--- src/tlvc_pkg.sv ---
`timescale 1ns / 1ps
`default_nettype none

package tlvc_pkg;

  // Field widths
  localparam int unsigned OP_W     = 3;
  localparam int unsigned VALUE_W  = 10;
  localparam int unsigned CMD_W    = 2;
  localparam int unsigned BAND_W   = 8;
  localparam int unsigned GOAL_W   = 7;
  localparam int unsigned CFG_IDX_W = 3;

  localparam logic [VALUE_W-1:0] ANGLE_MAX = 10'd1023;

  // Input operation codes
  typedef enum logic [OP_W-1:0] {
    OP_TICK   = 3'd0,
    OP_OPENED = 3'd1,
    OP_CLOSED = 3'd2,
    OP_LEVEL  = 3'd3,
    OP_LIMIT  = 3'd4
  } op_t;

  // Result command codes
  typedef enum logic [CMD_W-1:0] {
    CMD_GET_LEVEL = 2'd0,
    CMD_OPEN      = 2'd1,
    CMD_CLOSE     = 2'd2,
    CMD_SET_LIMIT = 2'd3
  } cmd_t;

  // Configuration register indexes
  typedef enum logic [CFG_IDX_W-1:0] {
    CFG_SETPOINT       = 3'd0,
    CFG_OUTFLOW_BAND   = 3'd1,
    CFG_FULL_OPEN_BAND = 3'd2,
    CFG_INITIAL_ANGLE  = 3'd3,
    CFG_INITIAL_LEVEL  = 3'd4,
    CFG_INITIAL_LIMIT  = 3'd5
  } cfg_idx_t;

  // Position of the next result within a tick
  typedef enum logic [1:0] {
    PHASE_GET   = 2'd0,
    PHASE_VALVE = 2'd1,
    PHASE_SET   = 2'd2
  } phase_t;

  // Register reset values
  localparam logic [VALUE_W-1:0] SETPOINT_RST       = 10'd80;
  localparam logic [BAND_W-1:0]  OUTFLOW_BAND_RST   = 8'd2;
  localparam logic [BAND_W-1:0]  FULL_OPEN_BAND_RST = 8'd5;
  localparam logic [VALUE_W-1:0] INITIAL_ANGLE_RST  = 10'd0;
  localparam logic [VALUE_W-1:0] INITIAL_LEVEL_RST  = 10'd0;
  localparam logic [VALUE_W-1:0] INITIAL_LIMIT_RST  = 10'd0;

  // Targets
  localparam logic [VALUE_W-1:0] LIMIT_LOW  = 10'd0;
  localparam logic [VALUE_W-1:0] LIMIT_MID  = 10'd80;
  localparam logic [VALUE_W-1:0] LIMIT_HIGH = 10'd100;
  localparam logic [GOAL_W-1:0]  GOAL_FULL  = 7'd100;
  localparam logic [GOAL_W-1:0]  GOAL_HALF  = 7'd50;
  localparam logic [GOAL_W-1:0]  GOAL_SHUT  = 7'd0;

endpackage

`default_nettype wire

--- src/tank_level_onoff_valve_controller.sv ---
`timescale 1ns / 1ps
`default_nettype none

// Tank level controller: plant reports (opened, closed, level, limit) update
// the valve angle bounds and the stored level and limit in the cycle they
// transfer and give no result. A tick computes the outflow limit target and
// the valve angle goal in the cycle it transfers and loads a tick record;
// the record then drives out a get-level command, an optional open or close
// command and a set-limit command (last high), one per cycle while the
// result side does not stall. A tick thus gives two or three results; the
// next tick can transfer in the cycle of the previous tick's final result
// transfer, and reports may transfer at any cycle the record is free or
// finishing. Configuration writes take effect at once; the preset registers
// also load the matching state.
module tank_level_onoff_valve_controller (
  input  wire logic                          clk,
  input  wire logic                          rst,
  // configuration
  input  wire logic                          cfg_write,
  input  wire logic [tlvc_pkg::CFG_IDX_W-1:0] cfg_index,
  input  wire logic [tlvc_pkg::VALUE_W-1:0]  cfg_data,
  // input items
  input  wire logic                          item_valid,
  output logic                               item_stall,
  input  wire logic [tlvc_pkg::OP_W-1:0]     op,
  input  wire logic [tlvc_pkg::VALUE_W-1:0]  value,
  // result items
  output logic                               result_valid,
  input  wire logic                          result_stall,
  output logic [tlvc_pkg::CMD_W-1:0]         command,
  output logic [tlvc_pkg::VALUE_W-1:0]       command_value,
  output logic [tlvc_pkg::VALUE_W-1:0]       angle_estimate,
  output logic [tlvc_pkg::VALUE_W-1:0]       shown_level,
  output logic [tlvc_pkg::VALUE_W-1:0]       shown_limit,
  output logic                               last
);

  localparam int unsigned VW = tlvc_pkg::VALUE_W;
  localparam int unsigned BW = tlvc_pkg::BAND_W;
  localparam int unsigned GW = tlvc_pkg::GOAL_W;
  localparam int unsigned EW = VW + 2;  // signed error width

  // Configuration registers
  logic [VW-1:0] setpoint;
  logic [BW-1:0] outflow_band;
  logic [BW-1:0] full_open_band;

  // Controller state
  logic [VW-1:0] angle_low;
  logic [VW-1:0] angle_high;
  logic [VW-1:0] level_seen;
  logic [VW-1:0] limit_seen;
  logic [GW-1:0] angle_goal;

  // Tick record
  logic                 busy;
  tlvc_pkg::phase_t     phase;
  logic                 rec_has_valve;
  tlvc_pkg::cmd_t       rec_valve_cmd;
  logic [VW-1:0]        rec_amount;
  logic [VW-1:0]        rec_limit_target;
  logic [VW-1:0]        rec_estimate;
  logic [VW-1:0]        rec_level;
  logic [VW-1:0]        rec_limit;

  logic item_xfer;
  logic result_xfer;
  logic final_xfer;
  logic tick_xfer;

  // Tick computation
  logic signed [EW-1:0] err;
  logic signed [EW-1:0] band_s;
  logic signed [EW-1:0] fob_s;
  logic [VW-1:0]        limit_target;
  logic [GW-1:0]        goal_next;
  logic [VW-1:0]        goal_wide;
  logic                 open_need;
  logic                 close_need;
  logic [VW-1:0]        angle_low_tick;
  logic [VW-1:0]        angle_high_tick;
  logic [VW:0]          angle_sum;
  logic [VW:0]          opened_sum;

  // Handshake
  assign result_xfer = result_valid && !result_stall;
  assign final_xfer  = result_xfer && (phase == tlvc_pkg::PHASE_SET);
  assign item_stall  = busy && !final_xfer;
  assign item_xfer   = item_valid && !item_stall;
  assign tick_xfer   = item_xfer && (tlvc_pkg::op_t'(op) == tlvc_pkg::OP_TICK);

  // Error and targets
  always_comb begin
    err    = $signed({2'b00, setpoint}) - $signed({2'b00, level_seen});
    band_s = $signed({{(EW-BW){1'b0}}, outflow_band});
    fob_s  = $signed({{(EW-BW){1'b0}}, full_open_band});

    if (err > band_s) begin
      limit_target = tlvc_pkg::LIMIT_LOW;
    end else if (err < -band_s) begin
      limit_target = tlvc_pkg::LIMIT_HIGH;
    end else begin
      limit_target = tlvc_pkg::LIMIT_MID;
    end

    if (err > fob_s) begin
      goal_next = tlvc_pkg::GOAL_FULL;
    end else if (err > 0) begin
      goal_next = tlvc_pkg::GOAL_HALF;
    end else if (err < 0) begin
      goal_next = tlvc_pkg::GOAL_SHUT;
    end else begin
      goal_next = angle_goal;
    end

    goal_wide  = {{(VW-GW){1'b0}}, goal_next};
    open_need  = goal_wide > angle_high;
    close_need = !open_need && (goal_wide < angle_low);

    angle_low_tick  = close_need ? goal_wide : angle_low;
    angle_high_tick = open_need ? goal_wide : angle_high;
    angle_sum       = {1'b0, angle_low_tick} + {1'b0, angle_high_tick};
    opened_sum      = {1'b0, angle_low} + {1'b0, value};
  end

  // Configuration and state registers
  always_ff @(posedge clk) begin
    if (rst) begin
      setpoint       <= tlvc_pkg::SETPOINT_RST;
      outflow_band   <= tlvc_pkg::OUTFLOW_BAND_RST;
      full_open_band <= tlvc_pkg::FULL_OPEN_BAND_RST;
      angle_low      <= tlvc_pkg::INITIAL_ANGLE_RST;
      angle_high     <= tlvc_pkg::INITIAL_ANGLE_RST;
      level_seen     <= tlvc_pkg::INITIAL_LEVEL_RST;
      limit_seen     <= tlvc_pkg::INITIAL_LIMIT_RST;
      angle_goal     <= '0;
    end else begin
      // apply plant reports and ticks
      if (item_xfer) begin
        case (tlvc_pkg::op_t'(op))
          tlvc_pkg::OP_TICK: begin
            angle_goal <= goal_next;
            angle_low  <= angle_low_tick;
            angle_high <= angle_high_tick;
          end
          tlvc_pkg::OP_OPENED: begin
            angle_low <= opened_sum[VW] ? tlvc_pkg::ANGLE_MAX : opened_sum[VW-1:0];
          end
          tlvc_pkg::OP_CLOSED: begin
            angle_high <= (value > angle_high) ? '0 : angle_high - value;
          end
          tlvc_pkg::OP_LEVEL: level_seen <= value;
          tlvc_pkg::OP_LIMIT: limit_seen <= value;
          default: ;
        endcase
      end
      // configuration writes; presets load the matching state
      if (cfg_write) begin
        unique case (tlvc_pkg::cfg_idx_t'(cfg_index))
          tlvc_pkg::CFG_SETPOINT:       setpoint       <= cfg_data;
          tlvc_pkg::CFG_OUTFLOW_BAND:   outflow_band   <= cfg_data[BW-1:0];
          tlvc_pkg::CFG_FULL_OPEN_BAND: full_open_band <= cfg_data[BW-1:0];
          tlvc_pkg::CFG_INITIAL_ANGLE: begin
            angle_low  <= cfg_data;
            angle_high <= cfg_data;
          end
          tlvc_pkg::CFG_INITIAL_LEVEL: level_seen <= cfg_data;
          tlvc_pkg::CFG_INITIAL_LIMIT: limit_seen <= cfg_data;
          default: ;
        endcase
      end
    end
  end

  // Tick record control: load on a tick, advance on each result transfer
  always_ff @(posedge clk) begin
    if (rst) begin
      busy  <= 1'b0;
      phase <= tlvc_pkg::PHASE_GET;
    end else if (tick_xfer) begin
      busy  <= 1'b1;
      phase <= tlvc_pkg::PHASE_GET;
    end else if (result_xfer) begin
      unique case (phase)
        tlvc_pkg::PHASE_GET:
          phase <= rec_has_valve ? tlvc_pkg::PHASE_VALVE : tlvc_pkg::PHASE_SET;
        tlvc_pkg::PHASE_VALVE: phase <= tlvc_pkg::PHASE_SET;
        tlvc_pkg::PHASE_SET:   busy  <= 1'b0;
        default:               busy  <= 1'b0;
      endcase
    end
  end

  // Tick record payload
  always_ff @(posedge clk) begin
    if (tick_xfer) begin
      rec_has_valve    <= open_need || close_need;
      rec_valve_cmd    <= open_need ? tlvc_pkg::CMD_OPEN : tlvc_pkg::CMD_CLOSE;
      rec_amount       <= open_need ? goal_wide - angle_high : angle_low - goal_wide;
      rec_limit_target <= limit_target;
      rec_estimate     <= angle_sum[VW:1];
      rec_level        <= level_seen;
      rec_limit        <= limit_seen;
    end
  end

  // Result selection
  always_comb begin
    result_valid   = busy;
    angle_estimate = rec_estimate;
    shown_level    = rec_level;
    shown_limit    = rec_limit;
    unique case (phase)
      tlvc_pkg::PHASE_GET: begin
        command       = tlvc_pkg::CMD_GET_LEVEL;
        command_value = '0;
        last          = 1'b0;
      end
      tlvc_pkg::PHASE_VALVE: begin
        command       = rec_valve_cmd;
        command_value = rec_amount;
        last          = 1'b0;
      end
      default: begin
        command       = tlvc_pkg::CMD_SET_LIMIT;
        command_value = rec_limit_target;
        last          = 1'b1;
      end
    endcase
  end

  // Checks
  a_last_is_set: assert property (@(posedge clk) disable iff (rst)
    result_valid && last |-> command == tlvc_pkg::CMD_SET_LIMIT)
    else $error("last flag on a command other than set limit");

  a_valve_nonzero: assert property (@(posedge clk) disable iff (rst)
    result_valid && (command == tlvc_pkg::CMD_OPEN || command == tlvc_pkg::CMD_CLOSE)
    |-> command_value != '0)
    else $error("valve command with zero amount");

  a_tick_starts_get: assert property (@(posedge clk) disable iff (rst)
    $rose(result_valid) |-> command == tlvc_pkg::CMD_GET_LEVEL)
    else $error("tick does not start with get level");

  a_final_drains: assert property (@(posedge clk) disable iff (rst)
    final_xfer && !tick_xfer |=> !result_valid)
    else $error("results continue after final transfer");

endmodule

`default_nettype wire
--- config.mk ---
export PLATFORM = sky130hd
export DESIGN_NAME = tank_level_onoff_valve_controller
export DESIGN_NICKNAME = d
export VERILOG_FILES = /design/src/tlvc_pkg.sv /design/src/tank_level_onoff_valve_controller.sv
export SDC_FILE = /design/constraint.sdc
export NUM_CORES = 1
export LEC_CHECK = 0
export BUFFER_PORTS_ARGS = -buffer_cell sky130_fd_sc_hd__buf_2
export CAP_MARGIN = 20
export CORE_MARGIN = 3
export CORE_UTILIZATION = 54
export CTS_CLUSTER_DIAMETER = 50
export DETAILED_ROUTE_END_ITERATION = 10
export HOLD_SLACK_MARGIN = 0.03
export PLACE_DENSITY = 0.78
export SYNTH_ARGS = -nofsm -noshare
export SYNTH_HDL_FRONTEND = slang
export SYNTH_SLANG_ARGS = --single-unit
--- constraint.sdc ---
create_clock -name clk -period 7 [get_ports clk]
set_input_delay 0.7 -clock clk [delete_from_list [all_inputs] [get_ports clk]]
set_output_delay 0.7 -clock clk [all_outputs]
set_load 0.01 [all_outputs]
==> out/metrics.cfg <==
[run_status]
outcome=complete, no violations

[floorplan]
fp.dieH_um=132.0
die_area_mm2=0.01742
io_pins=76
start_util_pct=55.76
design.core.area_mm2=0.01537
row_count=45
die_w_um=132.0

[critical_path]
crit_type=flip-flop to flip-flop
required_ns=7.27
crit_arrival_ns=7.09
cp-start-kind=flip-flop
cp_slowest_cell=fa_2
worst-path-max-fanout=7
cpPeakStageDelay_ns=0.48
critPathCaptureType=flip-flop
crit_family=compound AO/OA/AOI/OAI gates
critPathBufInv=7

[timing]
final.setup.worst_slack_ns=0.1844
fin_crit_sh_pct=97.37
hold_violations=0
hold_ws_ns=0.4298
maxSlewViolCount=0
worst_slew_pin_slew_ns=1.032
fmax_ghz=0.1467
max_slew_margin_pct=30.49
setup_viol=0
clock_skew_ns=0.009354
period_needed_ns=6.816

[logic_synthesis]
synth_cell_type_count=90
synthFlopType=dfxtp_1
seq_area_frac_synth_pct=33.87
syn-cell-area_mm2=0.008571
synthTopCellsByArea=dfxtp_1 18%, edfxtp_1 16%, ha_1 10%
synth_nets=1109
synth-edff-count=46
synth_top_area_cell=dfxtp_1
synth-seq-cells=122
async_flop_share_pct=0
ys_warn_count=0
synth_common_cells=101 x nor2_1, 93 x nand2_1, 86 x a21oi_1, 76 x dfxtp_1, 74 x inv_1
syn_area_per_cell_um2=8.554
yosys.cell_count.top_type=nor2_1
postSynthCellCount=1002
synth_top_area_share_pct=17.75

[detailed_routing]
firstDrtPassIters=5
drcViolationCount=0
via_per_inst=6.115
post_drt_wl_per_cell_um=19.34
wirelength_um=25490
via_count=8059
ant_nets=0
drtIter0Drc=774

[clocking]
clock-sinks=122
tritoncts=yes
clk_pin_slew_ns=0.06
clkLatencyLatePin_ns=0.42
cts_buffers=17
postCtsHoldBufs=0
clockBufferDepth=2
htreeDepth=4
root_buffer=clkbuf_16

[cells_and_area]
area_growth_pct=17.81
antenna_cells=0
drive_gt1_share_pct=18.25
final_cells=1318
n_fill_cell=1276
final_nets=1201
seqCellArea_mm2=0.002904
final_util_pct=65.69
multi_input_area_mm2=0.005373

[placed_design]
port-buffer-count=75
pre_cts_ws_ns=-0.07535
place_hpwl_um=18710
place_congestion=0.9729
dp.cells=1276

[power]
peakVddDrop_v=0.0001552
power_leakage_nw=4.166
power_density_mw_per_mm2=254.1

[grt]
grt_pass1_wl_um=39990
grt_max_degree=69
gr-total-overflow=0
grt_pass1_vias=7564
antenna_found_initial=0
grt_usage_pct=28.74

[job]
maxCapViolations=0

[hold_path]
hold_path.class=flip-flop to flip-flop

[placed cells by master (no fill, tap or decap), types with 5 or more instances in the layout]
cell type	n
o21a_1	10
a221oi_1	7
and3_1	8
a21oi_2	5
a22o_1	5
ha_1	69
a31oi_1	9
a21oi_1	81
xnor2_1	28
o211ai_1	7
mux2i_1	20
clkbuf_16	19
nor3_1	22
a21o_1	13
a211oi_1	24
edfxtp_1	46
dfxtp_1	75
nand3_1	13
o21bai_1	10
inv_1	72
or3_1	9
nand2_1	92
o22ai_1	5
nand2b_1	14
nand3b_1	5
nor2b_1	12
buf_4	37
xor2_1	11
buf_2	76
o21ai_0	52
a21boi_0	6
nor2_1	101
and2_1	16
[flip-flops by register name, summed over array words and instances, names as in the netlist, 7 cells and up]
register        count
angle_goal          7
angle_estimate     10
rec_amount         10
shown_level        10
limit_seen         10
shown_limit        10
angle_low          10
setpoint           10
angle_high         10
level_seen         10
outflow_band        8
full_open_band      8
[cell families after synthesis]
kind of cell	synth area share, %
mux	2.890
fa+ha+maj	11.97
simple gates	18.38
flops	33.87
buf+inv	5.226
compound gates	23.12
xor+xnor	4.540
[worst paths after layout]
path | from | end | depth (start not counted) | slack, ns
worst max register to register | setpoint[0] | angle_estimate[6] | 32 | 0.18
worst min-delay path | limit_seen[9] | shown_limit[9] | 0 | 0.43
worst max-delay path | setpoint[0] | angle_estimate[6] | 32 | 0.18
worst min register to register | limit_seen[9] | shown_limit[9] | 0 | 0.43
[area by class of cell]
cell class	instances	share of cell area, %
clock buffer	23	5.056
clock inverter	9	0.8302
inverter	75	2.788
multi-input combinational	763	53.21
sequential	122	28.76
tap	211	2.615
timing repair buffer	115	6.741
[report_power, final]
part           leakage (nW)  internal, mW  switching (mW)
Combinational          2.85         0.354           0.520
Sequential             1.03         0.789          0.0253
Clock                 0.288         0.549           0.328
[routing by layer]
metal,vias to the layer above,routed length [um],GRT usage (%)
li1,3808,-,-
met1,3785,10790,37.99
met2,384,11310,44.33
met3,82,2301,7.099
met4,0,1092,13.59
met5,-,0,0
[what timing repair did]
action	in CTS	in global routing
pin swaps	1	16
buffers inserted	2	7
resized for setup	3	36
setup endpoints to repair	4	8
endpoints found under the hold margin	0	0
[metrics by stage]
stage	total power [mW]	area, um2	setup TNS [ns]
global route	2.683	10100	-0.1749
floorplan	1.383	8571	0
CTS	2.502	9893	0
detailed placement	1.619	9271	-0.1559
finish	2.565	10100	0
global placement	1.600	9266	0
(Power assumes the default switching activity.)
